--- src/sv/ncl_pkg.sv ---
// Shared types, constants and helpers for the near-plane triangle clipper.
package ncl_pkg;

    localparam int COORD_W    = 32;
    localparam int NEAR_W     = 31;
    localparam int T_BITS     = 31;
    localparam int T_FRAC     = 30;
    localparam int DIV_STAGES = (T_BITS + 1) / 2;
    localparam logic [NEAR_W-1:0] NEAR_RESET = 31'd655360;

    typedef enum logic [1:0] {
        MODE_NONE,
        MODE_ONE_IN,
        MODE_TWO_IN,
        MODE_ALL_IN
    } t_mode;

    typedef struct packed {
        logic signed [COORD_W-1:0] x;
        logic signed [COORD_W-1:0] y;
        logic signed [COORD_W-1:0] z;
    } t_vtx;

    typedef struct packed {
        logic signed [COORD_W:0] x;
        logic signed [COORD_W:0] y;
        logic signed [COORD_W:0] z;
    } t_dvec;

    // q0..q2: pass-through vertices; o1/o2 and d1/d2: crossing origins and deltas
    typedef struct packed {
        t_mode mode;
        t_vtx  q0;
        t_vtx  q1;
        t_vtx  q2;
        t_vtx  o1;
        t_vtx  o2;
        t_dvec d1;
        t_dvec d2;
    } t_side;

    typedef struct packed {
        logic [COORD_W:0]   rem;
        logic [COORD_W-1:0] den;
        logic [T_BITS-1:0]  quo;
    } t_dcr;

    typedef struct packed {
        t_vtx a;
        t_vtx b;
        t_vtx c;
    } t_tri;

    // one restoring division step
    function automatic t_dcr div_step(t_dcr s, logic shift);
        logic [COORD_W+1:0] rr;
        logic [COORD_W+1:0] dd;
        t_dcr n;
        rr = shift ? {s.rem, 1'b0} : {1'b0, s.rem};
        dd = {2'b00, s.den};
        n  = s;
        if (rr >= dd) begin
            n.rem = (COORD_W+1)'(rr - dd);
            n.quo = {s.quo[T_BITS-2:0], 1'b1};
        end else begin
            n.rem = rr[COORD_W:0];
            n.quo = {s.quo[T_BITS-2:0], 1'b0};
        end
        return n;
    endfunction

    function automatic logic signed [COORD_W-1:0] sat32(logic signed [COORD_W+1:0] v);
        logic signed [COORD_W+1:0] hi;
        logic signed [COORD_W+1:0] lo;
        hi = {3'b000, {(COORD_W-1){1'b1}}};
        lo = {3'b111, {(COORD_W-1){1'b0}}};
        if (v > hi) begin
            return hi[COORD_W-1:0];
        end else if (v < lo) begin
            return lo[COORD_W-1:0];
        end
        return v[COORD_W-1:0];
    endfunction

endpackage

--- src/sv/ncl_front.sv ---
// Input register, inside/outside classification and divider operand setup.
module ncl_front (
    input  logic                          i_clk,
    input  logic                          i_rst_n,
    input  logic                          i_en,
    input  logic                          i_valid,
    input  ncl_pkg::t_vtx                 i_v0,
    input  ncl_pkg::t_vtx                 i_v1,
    input  ncl_pkg::t_vtx                 i_v2,
    input  logic [ncl_pkg::NEAR_W-1:0]    i_near,
    output logic                          o_valid,
    output ncl_pkg::t_side                o_side,
    output ncl_pkg::t_dcr                 o_c1,
    output ncl_pkg::t_dcr                 o_c2
);
    import ncl_pkg::*;

    logic              r_vld1;
    t_vtx              r_v0, r_v1, r_v2;
    logic [NEAR_W-1:0] r_near;

    logic  r_vld2;
    t_side r_side;
    t_dcr  r_c1, r_c2;

    logic [2:0] w_in;
    t_mode      w_mode;
    t_vtx       w_q0, w_q1, w_q2;
    t_vtx       w_o1, w_p1, w_o2, w_p2;
    t_side      n_side;
    t_dcr       n_c1, n_c2;
    logic signed [COORD_W-1:0] w_near;

    function automatic t_dvec delta(t_vtx p, t_vtx o);
        t_dvec d;
        d.x = {p.x[COORD_W-1], p.x} - {o.x[COORD_W-1], o.x};
        d.y = {p.y[COORD_W-1], p.y} - {o.y[COORD_W-1], o.y};
        d.z = {p.z[COORD_W-1], p.z} - {o.z[COORD_W-1], o.z};
        return d;
    endfunction

    function automatic t_dcr div_init(t_vtx o, t_vtx p, logic signed [COORD_W-1:0] nr);
        t_dcr c;
        logic [COORD_W:0] num;
        logic [COORD_W:0] den;
        num   = {nr[COORD_W-1], nr} - {o.z[COORD_W-1], o.z};
        den   = {p.z[COORD_W-1], p.z} - {o.z[COORD_W-1], o.z};
        c.rem = {1'b0, num[COORD_W-1:0]};
        c.den = den[COORD_W-1:0];
        c.quo = '0;
        return c;
    endfunction

    assign w_near = {1'b0, r_near};
    assign w_in   = {r_v2.z >= w_near, r_v1.z >= w_near, r_v0.z >= w_near};

    always_comb begin
        w_mode = MODE_NONE;
        w_q0 = r_v0; w_q1 = r_v1; w_q2 = r_v2;
        w_o1 = r_v0; w_p1 = r_v1; w_o2 = r_v0; w_p2 = r_v2;
        case (w_in)
            3'b111: w_mode = MODE_ALL_IN;
            3'b110: begin
                w_mode = MODE_TWO_IN;
                w_q0 = r_v1; w_q1 = r_v2;
                w_o1 = r_v0; w_p1 = r_v1; w_o2 = r_v0; w_p2 = r_v2;
            end
            3'b101: begin
                w_mode = MODE_TWO_IN;
                w_q0 = r_v0; w_q1 = r_v2;
                w_o1 = r_v1; w_p1 = r_v0; w_o2 = r_v1; w_p2 = r_v2;
            end
            3'b011: begin
                w_mode = MODE_TWO_IN;
                w_q0 = r_v0; w_q1 = r_v1;
                w_o1 = r_v2; w_p1 = r_v0; w_o2 = r_v2; w_p2 = r_v1;
            end
            3'b001: begin
                w_mode = MODE_ONE_IN;
                w_q0 = r_v0;
                w_o1 = r_v1; w_p1 = r_v0; w_o2 = r_v2; w_p2 = r_v0;
            end
            3'b010: begin
                w_mode = MODE_ONE_IN;
                w_q0 = r_v1;
                w_o1 = r_v0; w_p1 = r_v1; w_o2 = r_v2; w_p2 = r_v1;
            end
            3'b100: begin
                w_mode = MODE_ONE_IN;
                w_q0 = r_v2;
                w_o1 = r_v0; w_p1 = r_v2; w_o2 = r_v1; w_p2 = r_v2;
            end
            default: w_mode = MODE_NONE;
        endcase
    end

    always_comb begin
        n_side.mode = w_mode;
        n_side.q0   = w_q0;
        n_side.q1   = w_q1;
        n_side.q2   = w_q2;
        n_side.o1   = w_o1;
        n_side.o2   = w_o2;
        n_side.d1   = delta(w_p1, w_o1);
        n_side.d2   = delta(w_p2, w_o2);
        n_c1        = div_init(w_o1, w_p1, w_near);
        n_c2        = div_init(w_o2, w_p2, w_near);
    end

    always_ff @(posedge i_clk) begin
        if (!i_rst_n) begin
            r_vld1 <= 1'b0;
            r_vld2 <= 1'b0;
        end else if (i_en) begin
            r_vld1 <= i_valid;
            r_vld2 <= r_vld1;
        end
    end

    always_ff @(posedge i_clk) begin
        if (i_en) begin
            r_v0   <= i_v0;
            r_v1   <= i_v1;
            r_v2   <= i_v2;
            r_near <= i_near;
            r_side <= n_side;
            r_c1   <= n_c1;
            r_c2   <= n_c2;
        end
    end

    assign o_valid = r_vld2;
    assign o_side  = r_side;
    assign o_c1    = r_c1;
    assign o_c2    = r_c2;

endmodule

--- config.mk ---
export PLATFORM = sky130hd
export DESIGN_NAME = ncl_front
export DESIGN_NICKNAME = d
export VERILOG_FILES = /design/src/sv/ncl_pkg.sv /design/src/sv/ncl_front.sv
export SDC_FILE = /design/constraint.sdc
export NUM_CORES = 2
export LEC_CHECK = 0
export ABC_AREA = 1
export BUFFER_PORTS_ARGS = -buffer_cell sky130_fd_sc_hd__clkbuf_2
export CORE_AREA = 2 2 465 467
export DETAILED_ROUTE_END_ITERATION = 10
export DIE_AREA = 0 0 467 469
export HOLD_SLACK_MARGIN = 0.05
export PLACE_DENSITY_LB_ADDON = 0.08
export SYNTH_ARGS = -nofsm -noshare
export SYNTH_HDL_FRONTEND = slang
export SYNTH_SLANG_ARGS = --single-unit
export TNS_END_PERCENT = 30
--- constraint.sdc ---
create_clock -name i_clk -period 12.5 [get_ports i_clk]
set_input_delay 2.5 -clock i_clk [delete_from_list [all_inputs] [get_ports i_clk]]
set_output_delay 2.5 -clock i_clk [all_outputs]
set_load 0.01 [all_outputs]
==> impl_results.md <==
- Clk root buf: clkbuf_16
- Clock latency on the worst-skew pair: 810 ps
- Worst-path maximum fanout: 134
- Worst path most repeated cell: nand2_1
- Synth top area share: 56.12%
- Endpoints failing setup: 0
- Most numerous cell in the Yosys netlist: edfxtp_1
- Chip width: 467 um
- I/O pins: 1,196
- First-pass GRT wire length: 358,300 um
- Post-synthesis mux area share: 0%
- Final Max Tran Viols: 0
- RSZ-0062 raised after global routing: false
- Critical path class: reg -> reg
- Worst R2R Start: r_near[23]
- Worst Hold Endpoint: o_valid
- Final worst setup slack: 3863 ps
- Crit path arrival time: 9180 ps
- Wirelength per Cell: 28.47 um
- Final Hold Vio Count: 0
- WL final: 266,800 um
- R2R Setup Slk: 3860 ps
- Initial Util: 26.61%
- Post-synthesis simple-gate area fraction: 9.339%
- Total global routing overflow: 0
- Ys flop type: edfxtp_1
- PostCTS Resize Cnt: 0
- Sink Count: 1,065
- TritonCTS Buffers: 137
- Synthesized cell area: 56,880 um^2
- Worst Hold Path Cells: 2
- TritonCTS clock tree: done
- Synth Area in Adders: 7.751%
- Ys Warns: 0
- Gp weighted congestion: 0.9246
- Syn avg cell area: 10.65 um^2
- Xor-xnor portion of the synthesized cell area: 3.357%
- Post-synth EDFFs: 1,063
- Cell area after layout: 69,700 um^2
- Syn Inst Count: 5,342
- Status: completed
- FP Rows: 170
- Main combinational cell family by area after synthesis: compound AO/OA/AOI/OAI gates
- Layout cells sized above 1: 22.34%
- Skew final: 49.10 ps
- Area post-placement: 65,200 um^2
- Post-synth cell types: 57
- Largest net degree at the start of global routing: 154
- Hold crit path type: reg -> reg
- Leading area contributor after synthesis: edfxtp_1
- Clock H-tree levels: 4
- Max Cap Viol: 0
- Crit path from: r_near[23]
- Number of setup buffers added after CTS: 0
- First-pass iteration count of the detailed router: 6
- Final period util: 69.10%
- Top post-synthesis cells by area: edfxtp_1 (56%), ha_1 (7.4%), nand2_1 (5.4%)
- Antenna violations before repair: 34
- CP max stage cell: clkinv_1
- Pwr Total: 14,990 uW
- Core Box Area: 213,800 um^2
- CTS clock-pin slew for the worst setup and hold paths: 60 ps
- Slowest Stage Delay on Critical Path: 780 ps
- Max IR drop VDD: 0.1379 mV
- Hpwl dp: 206,100 um
- Initial DRC Count: 4,312
- Power Dens Cells: 215.1 nW/um^2
- # port buffers: 1,131
- Via count: 46,320
- Via density per instance: 4.943
- Req. time, crit path: 13,050 ps
- Clock buffer depth: 3
- FF-to-FF path depth: 33
- Synth async-reset ratio: 0%
- FF+latch count, synth: 1,065
- Die area: 219,000 um^2
- Detail Route Antenna Nets: 0
- Startpoint Class: register
- Synth Area in Compound Gates: 15.21%
- # DRC: 0
- Crit Reg-Reg Endpoint: o_side[63]
- Register area share after synthesis: 56.19%
- Worst relative slew slack: 21.05%
- Hold-fix buffers at CTS: 0
- Setup TNS: 0 ps
- Area grow syn2layout: 22.53%
- Vias in the first global route: 44,120
- Pre-CTS setup slack: 3910 ps
- Final min period: 8637 ps
- Synth top cells by count: edfxtp_1 (1,063), nand2_1 (812), inv_1 (765), a21oi_1 (516), ha_1 (338)
- Tot GR Track Use: 23.30%
- Die extent in y: 469 um
- Hold path startpoint: r_vld1
- Critical path capture point type: register
- Layout net count: 7,090
- Worst slew pin tran: 1184 ps
- Static leakage: 0.03056 uW
- Max Clk Rate: 0.1158 GHz
## final cells by class
| cell class | count | area (um^2) |
|---|---|---|
| antenna | 8 | 20.02 |
| clock buffer | 170 | 3647 |
| clock inverter | 74 | 833.3 |
| fill | 22070 | 144100 |
| inverter | 785 | 2957 |
| multi-input combinational | 3255 | 20610 |
| sequential | 1065 | 31960 |
| tap | 2838 | 3551 |
| timing repair buffer | 1176 | 6121 |
## metal layers
metal  track usage, %  vias up  share of wire (%)
met3            4.889      326                6.5
li1                 -    21180                  -
met5                0        -              0.042
met1            30.86    22850                 43
met4            7.110       18                3.1
met2            38.04     1944                 47
## sequential cells by signal (all words and copies together), names as in the netlist
name     flops
o_c1        32
o_valid      1
r_near      31
r_v1        96
o_c2        32
o_side     680
r_v0        96
r_vld1       1
n_side      96
## worst max path at each step
stage	end	slack [ps]	depth (start not counted)
floorplan	o_c1[93]	7300	40
global placement	o_side[63]	3980	33
detailed placement	o_side[63]	3910	34
CTS	o_side[63]	3870	33
global route	o_side[195]	3370	35
finish	o_side[63]	3860	33
## worst max-delay path: cells and delay by family, from the launching register on
kind                     cells  cell delay, ps
flip-flops                   1             440
AO/OA/AOI/OAI               11            2770
adder cells (fa/ha/maj)      3             740
XOR/XNOR                     1             150
AND/OR/NAND/NOR             14            2450
buffers and inverters        4            1590
## stage by stage
| step | util, % | hold slack, ps | cells |
|---|---|---|---|
| floorplan | - | 448.2 | 5405 |
| global placement | 30.50 | 472.0 | 9119 |
| detailed placement | 30.50 | 487.9 | 9119 |
| CTS | 32.60 | 493.8 | 9363 |
| global route | 32.60 | 518.5 | 9369 |
| finish | 32.61 | 492.9 | 9371 |
## cells by family after synthesis
| kind of cell | count (synthesis) |
|---|---|
| adders and majority gates | 347 |
| AOI/OAI and AO/OA | 1358 |
| buffers and inverters | 1085 |
| and+or+nand+nor | 1268 |
| other | 1 |
| DFF | 1065 |
| xor gates and xnor gates | 218 |
## power breakdown
part	switching, uW	internal (uW)
clock network	1670	2390
logic	3790	1730
registers	490	4930
## placed cells by master (no fill, tap or decap), types with 23 or more instances in the layout
cell,instances
edfxtp_1,1063
clkbuf_2,1130
nand2_1,811
nand4_1,29
a21oi_1,515
nor2_1,167
nor3_1,29
ha_1,338
conb_1,64
clkbuf_16,141
o21a_1,98
buf_4,36
o22ai_1,88
clkinv_1,23
xnor2_1,38
clkbuf_1,28
o221ai_1,187
a221oi_1,87
o21ai_0,195
xor2_1,180
nand3_1,164
a22oi_1,102
inv_1,763
nand2_2,27
Note: power is estimated with default switching activity, not from simulation.
