## src/sv/ncl_pkg.sv

```systemverilog
// Shared types, constants and helpers for the near-plane triangle clipper.
package ncl_pkg;

    localparam int COORD_W    = 32;
    localparam int NEAR_W     = 31;
    localparam int T_BITS     = 31;
    localparam int T_FRAC     = 30;
    localparam int DIV_STAGES = (T_BITS + 1) / 2;
    localparam logic [NEAR_W-1:0] NEAR_RESET = 31'd655360;

    typedef enum logic [1:0] {
        MODE_NONE,
        MODE_ONE_IN,
        MODE_TWO_IN,
        MODE_ALL_IN
    } t_mode;

    typedef struct packed {
        logic signed [COORD_W-1:0] x;
        logic signed [COORD_W-1:0] y;
        logic signed [COORD_W-1:0] z;
    } t_vtx;

    typedef struct packed {
        logic signed [COORD_W:0] x;
        logic signed [COORD_W:0] y;
        logic signed [COORD_W:0] z;
    } t_dvec;

    // q0..q2: pass-through vertices; o1/o2 and d1/d2: crossing origins and deltas
    typedef struct packed {
        t_mode mode;
        t_vtx  q0;
        t_vtx  q1;
        t_vtx  q2;
        t_vtx  o1;
        t_vtx  o2;
        t_dvec d1;
        t_dvec d2;
    } t_side;

    typedef struct packed {
        logic [COORD_W:0]   rem;
        logic [COORD_W-1:0] den;
        logic [T_BITS-1:0]  quo;
    } t_dcr;

    typedef struct packed {
        t_vtx a;
        t_vtx b;
        t_vtx c;
    } t_tri;

    // one restoring division step
    function automatic t_dcr div_step(t_dcr s, logic shift);
        logic [COORD_W+1:0] rr;
        logic [COORD_W+1:0] dd;
        t_dcr n;
        rr = shift ? {s.rem, 1'b0} : {1'b0, s.rem};
        dd = {2'b00, s.den};
        n  = s;
        if (rr >= dd) begin
            n.rem = (COORD_W+1)'(rr - dd);
            n.quo = {s.quo[T_BITS-2:0], 1'b1};
        end else begin
            n.rem = rr[COORD_W:0];
            n.quo = {s.quo[T_BITS-2:0], 1'b0};
        end
        return n;
    endfunction

    function automatic logic signed [COORD_W-1:0] sat32(logic signed [COORD_W+1:0] v);
        logic signed [COORD_W+1:0] hi;
        logic signed [COORD_W+1:0] lo;
        hi = {3'b000, {(COORD_W-1){1'b1}}};
        lo = {3'b111, {(COORD_W-1){1'b0}}};
        if (v > hi) begin
            return hi[COORD_W-1:0];
        end else if (v < lo) begin
            return lo[COORD_W-1:0];
        end
        return v[COORD_W-1:0];
    endfunction

endpackage

```

## src/sv/ncl_emit.sv

```systemverilog
// Triangle assembly, output register and pipeline advance control.
module ncl_emit (
    input  logic            i_clk,
    input  logic            i_rst_n,
    input  logic            i_valid,
    input  ncl_pkg::t_side  i_side,
    input  ncl_pkg::t_vtx   i_p1,
    input  ncl_pkg::t_vtx   i_p2,
    input  logic            i_stall,
    output logic            o_en,
    output logic            o_valid,
    output ncl_pkg::t_tri   o_tri,
    output logic            o_last
);
    import ncl_pkg::*;

    logic r_out_valid;
    logic r_second;
    t_tri r_tri;
    logic r_last;

    logic w_free;
    logic w_consume;
    t_tri n_tri;
    logic n_last;

    assign w_free = !r_out_valid || !i_stall;

    // item leaves the last stage once its final triangle is loaded, or without waiting if it yields none
    assign w_consume = i_valid && ((i_side.mode == MODE_NONE) ||
                       (w_free && ((i_side.mode != MODE_TWO_IN) || r_second)));
    assign o_en = !i_valid || w_consume;

    always_comb begin
        n_tri  = r_tri;
        n_last = r_last;
        case (i_side.mode)
            MODE_ALL_IN: begin
                n_tri  = '{a: i_side.q0, b: i_side.q1, c: i_side.q2};
                n_last = 1'b1;
            end
            MODE_TWO_IN: begin
                if (!r_second) begin
                    n_tri  = '{a: i_p1, b: i_side.q0, c: i_side.q1};
                    n_last = 1'b0;
                end else begin
                    n_tri  = '{a: i_p1, b: i_p2, c: i_side.q1};
                    n_last = 1'b1;
                end
            end
            MODE_ONE_IN: begin
                n_tri  = '{a: i_p1, b: i_side.q0, c: i_p2};
                n_last = 1'b1;
            end
            default: begin
                n_tri  = r_tri;
                n_last = r_last;
            end
        endcase
    end

    always_ff @(posedge i_clk) begin
        if (!i_rst_n) begin
            r_out_valid <= 1'b0;
            r_second    <= 1'b0;
        end else if (w_free) begin
            r_out_valid <= i_valid && (i_side.mode != MODE_NONE);
            if (i_valid && (i_side.mode == MODE_TWO_IN)) begin
                r_second <= !r_second;
            end
        end
    end

    always_ff @(posedge i_clk) begin
        if (w_free) begin
            r_tri  <= n_tri;
            r_last <= n_last;
        end
    end

    assign o_valid = r_out_valid;
    assign o_tri   = r_tri;
    assign o_last  = r_last;

endmodule

```

## config.mk

```make
export PLATFORM = sky130hd
export DESIGN_NAME = ncl_emit
export DESIGN_NICKNAME = d
export VERILOG_FILES = /design/src/sv/ncl_pkg.sv /design/src/sv/ncl_emit.sv
export SDC_FILE = /design/constraint.sdc
export NUM_CORES = 1
export LEC_CHECK = 0
export BUFFER_PORTS_ARGS = -buffer_cell sky130_fd_sc_hd__buf_2
export CAP_MARGIN = 20
export CORE_AREA = 2 2 448 450
export CTS_BUF_LIST = sky130_fd_sc_hd__clkbuf_4
export DETAILED_ROUTE_END_ITERATION = 7
export DIE_AREA = 0 0 450 452
export PLACE_DENSITY = 0.3
export SYNTH_ARGS = -nofsm -noshare
export SYNTH_HDL_FRONTEND = slang
export SYNTH_SLANG_ARGS = --single-unit
```

## constraint.sdc

```tcl
create_clock -name i_clk -period 42.7 [get_ports i_clk]
set_input_delay 2.135 -clock i_clk [delete_from_list [all_inputs] [get_ports i_clk]]
set_output_delay 2.135 -clock i_clk [all_outputs]
set_load 0.03 [all_outputs]
```

==> run summary <==
After synthesis, the cell types taking the most area are sky130_fd_sc_hd__edfxtp_1 65%, sky130_fd_sc_hd__a221o_1 7.2%, sky130_fd_sc_hd__a22o_1 6.3%, sky130_fd_sc_hd__a22oi_1 5.4%, sky130_fd_sc_hd__a21oi_1 3.7%. The per-cell via count in the routed design was 2.883; the xor/xnor share of the synthesized area was 0%. Summing all flip-flop and latch instances after layout gives 8718 sq um. The run finished with clean final reports. The run gives 3 as the maximum root-to-sink buffer count. The layout cell share with drive strength beyond 1 was 51.53%; the area taken by multi-input logic gates was 4173 sq um. Post-synthesis adder-cell area fraction: 0.3771%. STA classifies the critical path startpoint as an input port. The final critical path takes up 12.78% of the cycle. The logs give 0.7795 for the placer congestion estimate and 76 for the number of antenna violations at the first check in global routing. Global routing consumed, on the met2 layer, 16.80% of the routing resources. The slowest library cell on the worst path was sky130_fd_sc_hd__ha_4. The slew at the pin closest to its max-slew limit came out at 0.9556 ns. Type of the worst setup path: input port to output pin.

The leakage dissipation was 8.481 nW; the height of the chip was 452 um. Counting both buffers and inverters, the worst setup path holds a total of 3. The max-slew violation count is 0. The number of nets in the layout is 2,675, and the routed wirelength normalized by instance count is 23.90 um. For this block, the via count after detailed routing is 13,120. TritonCTS built the clock tree. The clock reaches the later pin of the worst-skew pair after 1.03 ns. For this run, design rule violations remaining after detail routing come to 0.

Measured along the x axis, the die boundary spans 450 um. The largest area contributor in the netlist is sky130_fd_sc_hd__edfxtp_1. Path type of the worst min-delay path: flop to flop.

Clock-pin slew was measured on the worst setup and hold paths at 0.07 ns. The mean post-synth cell area works out to 13.46 sq um. In this run, synthesis produced a sequential element count of 291. The worst endpoint data arrival time is 3.32 ns, and the post-cts hold buffer count is 0. In this run the worst path has a maximum fanout of 17. The core region is 198,600 sq um.

Setup violations remaining at the end of the flow were counted as 0. The count of different cell masters after synthesis is 26, and the number of optimization iterations in the first detailed-route pass is 5. Setup repair after global routing left no endpoint under its margin. Global routing used 11.95% of the available met1 tracks.

Among cell families on the critical path, the largest total delay comes from buffers and inverters. Number of design-rule violations left by the first detailed-router iteration: 793. Once detail routing completed, the nets flagged for antenna violations numbered 0. The number of global-route vias before repair came out at 13,360.

CTS placed an instance of sky130_fd_sc_hd__clkbuf_4 at the clock tree root. By area, the combinational part of the netlist is dominated by compound AO/OA/AOI/OAI gates. The count of buffers inserted at the top-level ports works out to 776. The worst pin sits at a relative slew slack of 36.29%. Static timing analysis puts the maximum clock frequency at 183.2 MHz. The H-tree was split into 3 levels. The tools report the post-synthesis net count as 1,866. Across all register-to-register paths, the minimum setup slack is 39.61 ns. The number of endpoints with negative hold slack in the final report is 0.

Once the floorplan was initialized, standard cells occupied 6.682% of the core. The max-cap check violation count was 0; the detailed placement HPWL was 86,380 um. For the required time of the critical path, the log shows 40.56 ns. Final critical path time including I/O delays and setup: 5.459 ns. Of the synthesized area, sequential elements account for 65.69%.

Instance count of the mapped netlist: 986. The first global-routing pass estimated 137,200 um of wire. By instance count, the cell type seen most on the critical path is sky130_fd_sc_hd__buf_2. For the post-CTS repair timing setup buffer count, the log shows 0.

The yosys synthesis warning count is 0, and the wire length after detailed routing is 108,800 um. The run gives 0 as the number of instances resized during post-cts repair. The floorplan die area is 203,400 sq um. The multiplexer share of the synthesized area is 0.07541%. Accumulated negative setup slack: 0 ns. The worst setup path is captured at an output pin. The TritonCTS buffer count was 102. Summing the areas of all compound-gate instances in the mapped netlist gives 22.84% of the synthesized area. The remaining global-route overflow was 0; the area overhead of the layout relative to synthesis was 63.01%. Across the VDD grid, the largest voltage drop is 14.73 uV. The power density relative to cell area was 43.19 nW/um^2; the clock skew after layout was 0.08288 ns. The number of rows created at floorplan is 164, and the top cell type's share of synthesized area is 65.38%. For the post-synthesis instance area, the log shows 13,270 sq um. The tools report the count of boundary I/O pins as 1,167. On the worst path, the slowest cell contributes a delay of 0.34 ns.

The tools report the number of clock sinks as 291. Walking the worst path, the cells encountered are buf_2 > inv_1 > ha_4 > nand2b_1 > a21o_1 > buf_2. Counting the fill cells in the layout gives 23,150. After Yosys synthesis, and, or, nand and nor cells account for 7.664% of the synthesized area. For this run, the share of the core covered by cells in the final layout is 10.89%. The logs give 65 for the maximum number of pins on one net before global-route repair and 4.335% for the met3 track demand over resource in global routing.

In this run the most used layer during global routing was met2. Global routing used 10.29% of the available tracks.
==> registers in the layout, summed over array words and instances, names as in the netlist <==
register	count
o_tri	288
o_last	1
o_valid	1
r_second	1
==> power breakdown <==
part / total [mW] / switching [mW] / internal [mW] / leakage (nW)
logic: 0.244 / 0.178 / 0.0661 / 4.74
registers: 0.372 / 0.0118 / 0.361 / 3.01
clock network: 0.318 / 0.163 / 0.155 / 0.728
total: 0.934 / 0.353 / 0.582 / 8.48
==> cells in the final DEF (no fill, tap or decap), types with 2 or more instances in the layout <==
master                       instances
sky130_fd_sc_hd__a21oi_1            96
sky130_fd_sc_hd__clkbuf_4          144
sky130_fd_sc_hd__diode_2            29
sky130_fd_sc_hd__buf_2             776
sky130_fd_sc_hd__clkinv_8            2
sky130_fd_sc_hd__a22o_1             96
sky130_fd_sc_hd__buf_4              24
sky130_fd_sc_hd__and2_0             45
sky130_fd_sc_hd__clkinv_4            2
sky130_fd_sc_hd__edfxtp_1          289
sky130_fd_sc_hd__clkinv_1           22
sky130_fd_sc_hd__inv_1               3
sky130_fd_sc_hd__nand2b_1            3
sky130_fd_sc_hd__and2_1             51
sky130_fd_sc_hd__dfxtp_1             2
sky130_fd_sc_hd__a22oi_1            96
sky130_fd_sc_hd__nand2_1             2
sky130_fd_sc_hd__a21oi_4             2
sky130_fd_sc_hd__clkinvlp_4          2
sky130_fd_sc_hd__a221o_1            96
sky130_fd_sc_hd__ha_4                3
sky130_fd_sc_hd__nor2_1             97
==> per-stage QoR <==
step / power, mW / setup slack (ns) / hold slack (ns) / cells / cell area, sq um
floorplan: 0.5133 / 25.40 / 0.4636 / 986 / 13270
global placement: 0.6318 / 35.68 / 0.5343 / 4346 / 20300
detailed placement: 0.6309 / 36.48 / 0.5482 / 4347 / 20320
CTS: 0.9721 / 37.21 / 0.5613 / 4521 / 21560
global route: 0.9914 / 37.17 / 0.5970 / 4539 / 21610
finish: 0.9344 / 37.24 / 0.5605 / 4550 / 21640
==> metal layers <==
layer,routed length (um),vias up,share of wire [%]
met4,3312,28,3.0
met2,51660,788,48
li1,-,5696,-
met5,185,-,0.17
met1,43440,6377,40
met3,10160,229,9.3
==> kinds of logic (layout without fill, tap and decap cells) <==
kind of cell | count (synthesis) | in the layout
AO/OA/AOI/OAI | 388 | 388
other | 0 | 29
adder cells (fa/ha/maj) | 4 | 4
flip-flops | 291 | 291
AND/OR/NAND/NOR | 202 | 202
multiplexers | 1 | 1
buffers and inverters | 100 | 979
==> worst paths after layout <==
check	cells after the start	from	endpoint
hold / removal	2	r_second	r_second
setup reg to reg	4	o_valid	o_tri[216]
setup / recovery	6	i_side[678]	o_en
hold reg to reg	2	r_second	r_second
==> layout make-up <==
type / count / share of cell area (%)
Timing Repair Buffer: 801 / 18.88
Inverter: 4 / 0.1041
Tap cell: 2656 / 15.36
Multi-Input combinational cell: 595 / 19.29
Antenna cell: 29 / 0.3354
Clock buffer: 144 / 4.997
Clock inverter: 30 / 0.7460
Sequential cell: 291 / 40.30
==> synth_stat cells <==
cell,number
sky130_fd_sc_hd__a21boi_0,1
sky130_fd_sc_hd__a21o_1,1
sky130_fd_sc_hd__a21oi_1,97
sky130_fd_sc_hd__a21oi_2,1
sky130_fd_sc_hd__a221o_1,96
sky130_fd_sc_hd__a22o_1,96
sky130_fd_sc_hd__a22oi_1,96
sky130_fd_sc_hd__and2_0,45
sky130_fd_sc_hd__and2_1,51
sky130_fd_sc_hd__and3_4,1
sky130_fd_sc_hd__buf_1,8
sky130_fd_sc_hd__buf_2,13
sky130_fd_sc_hd__buf_6,7
sky130_fd_sc_hd__clkbuf_1,67
sky130_fd_sc_hd__clkbuf_2,1
sky130_fd_sc_hd__dfxtp_1,2
sky130_fd_sc_hd__edfxtp_1,289
sky130_fd_sc_hd__ha_1,4
sky130_fd_sc_hd__inv_1,3
sky130_fd_sc_hd__inv_2,1
sky130_fd_sc_hd__mux2i_1,1
sky130_fd_sc_hd__nand2_1,2
sky130_fd_sc_hd__nand2b_1,3
sky130_fd_sc_hd__nand3_1,1
sky130_fd_sc_hd__nor2_1,98
sky130_fd_sc_hd__or3_1,1
==> worst register-to-register path: stages, from the launching register on <==
cell and delay (ns):
sky130_fd_sc_hd__dfxtp_1 0.34, sky130_fd_sc_hd__a21oi_4 0.13, sky130_fd_sc_hd__buf_4 0.50, sky130_fd_sc_hd__buf_4 0.80
sky130_fd_sc_hd__buf_4 0.82
Note: power is estimated with default switching activity, not from simulation.
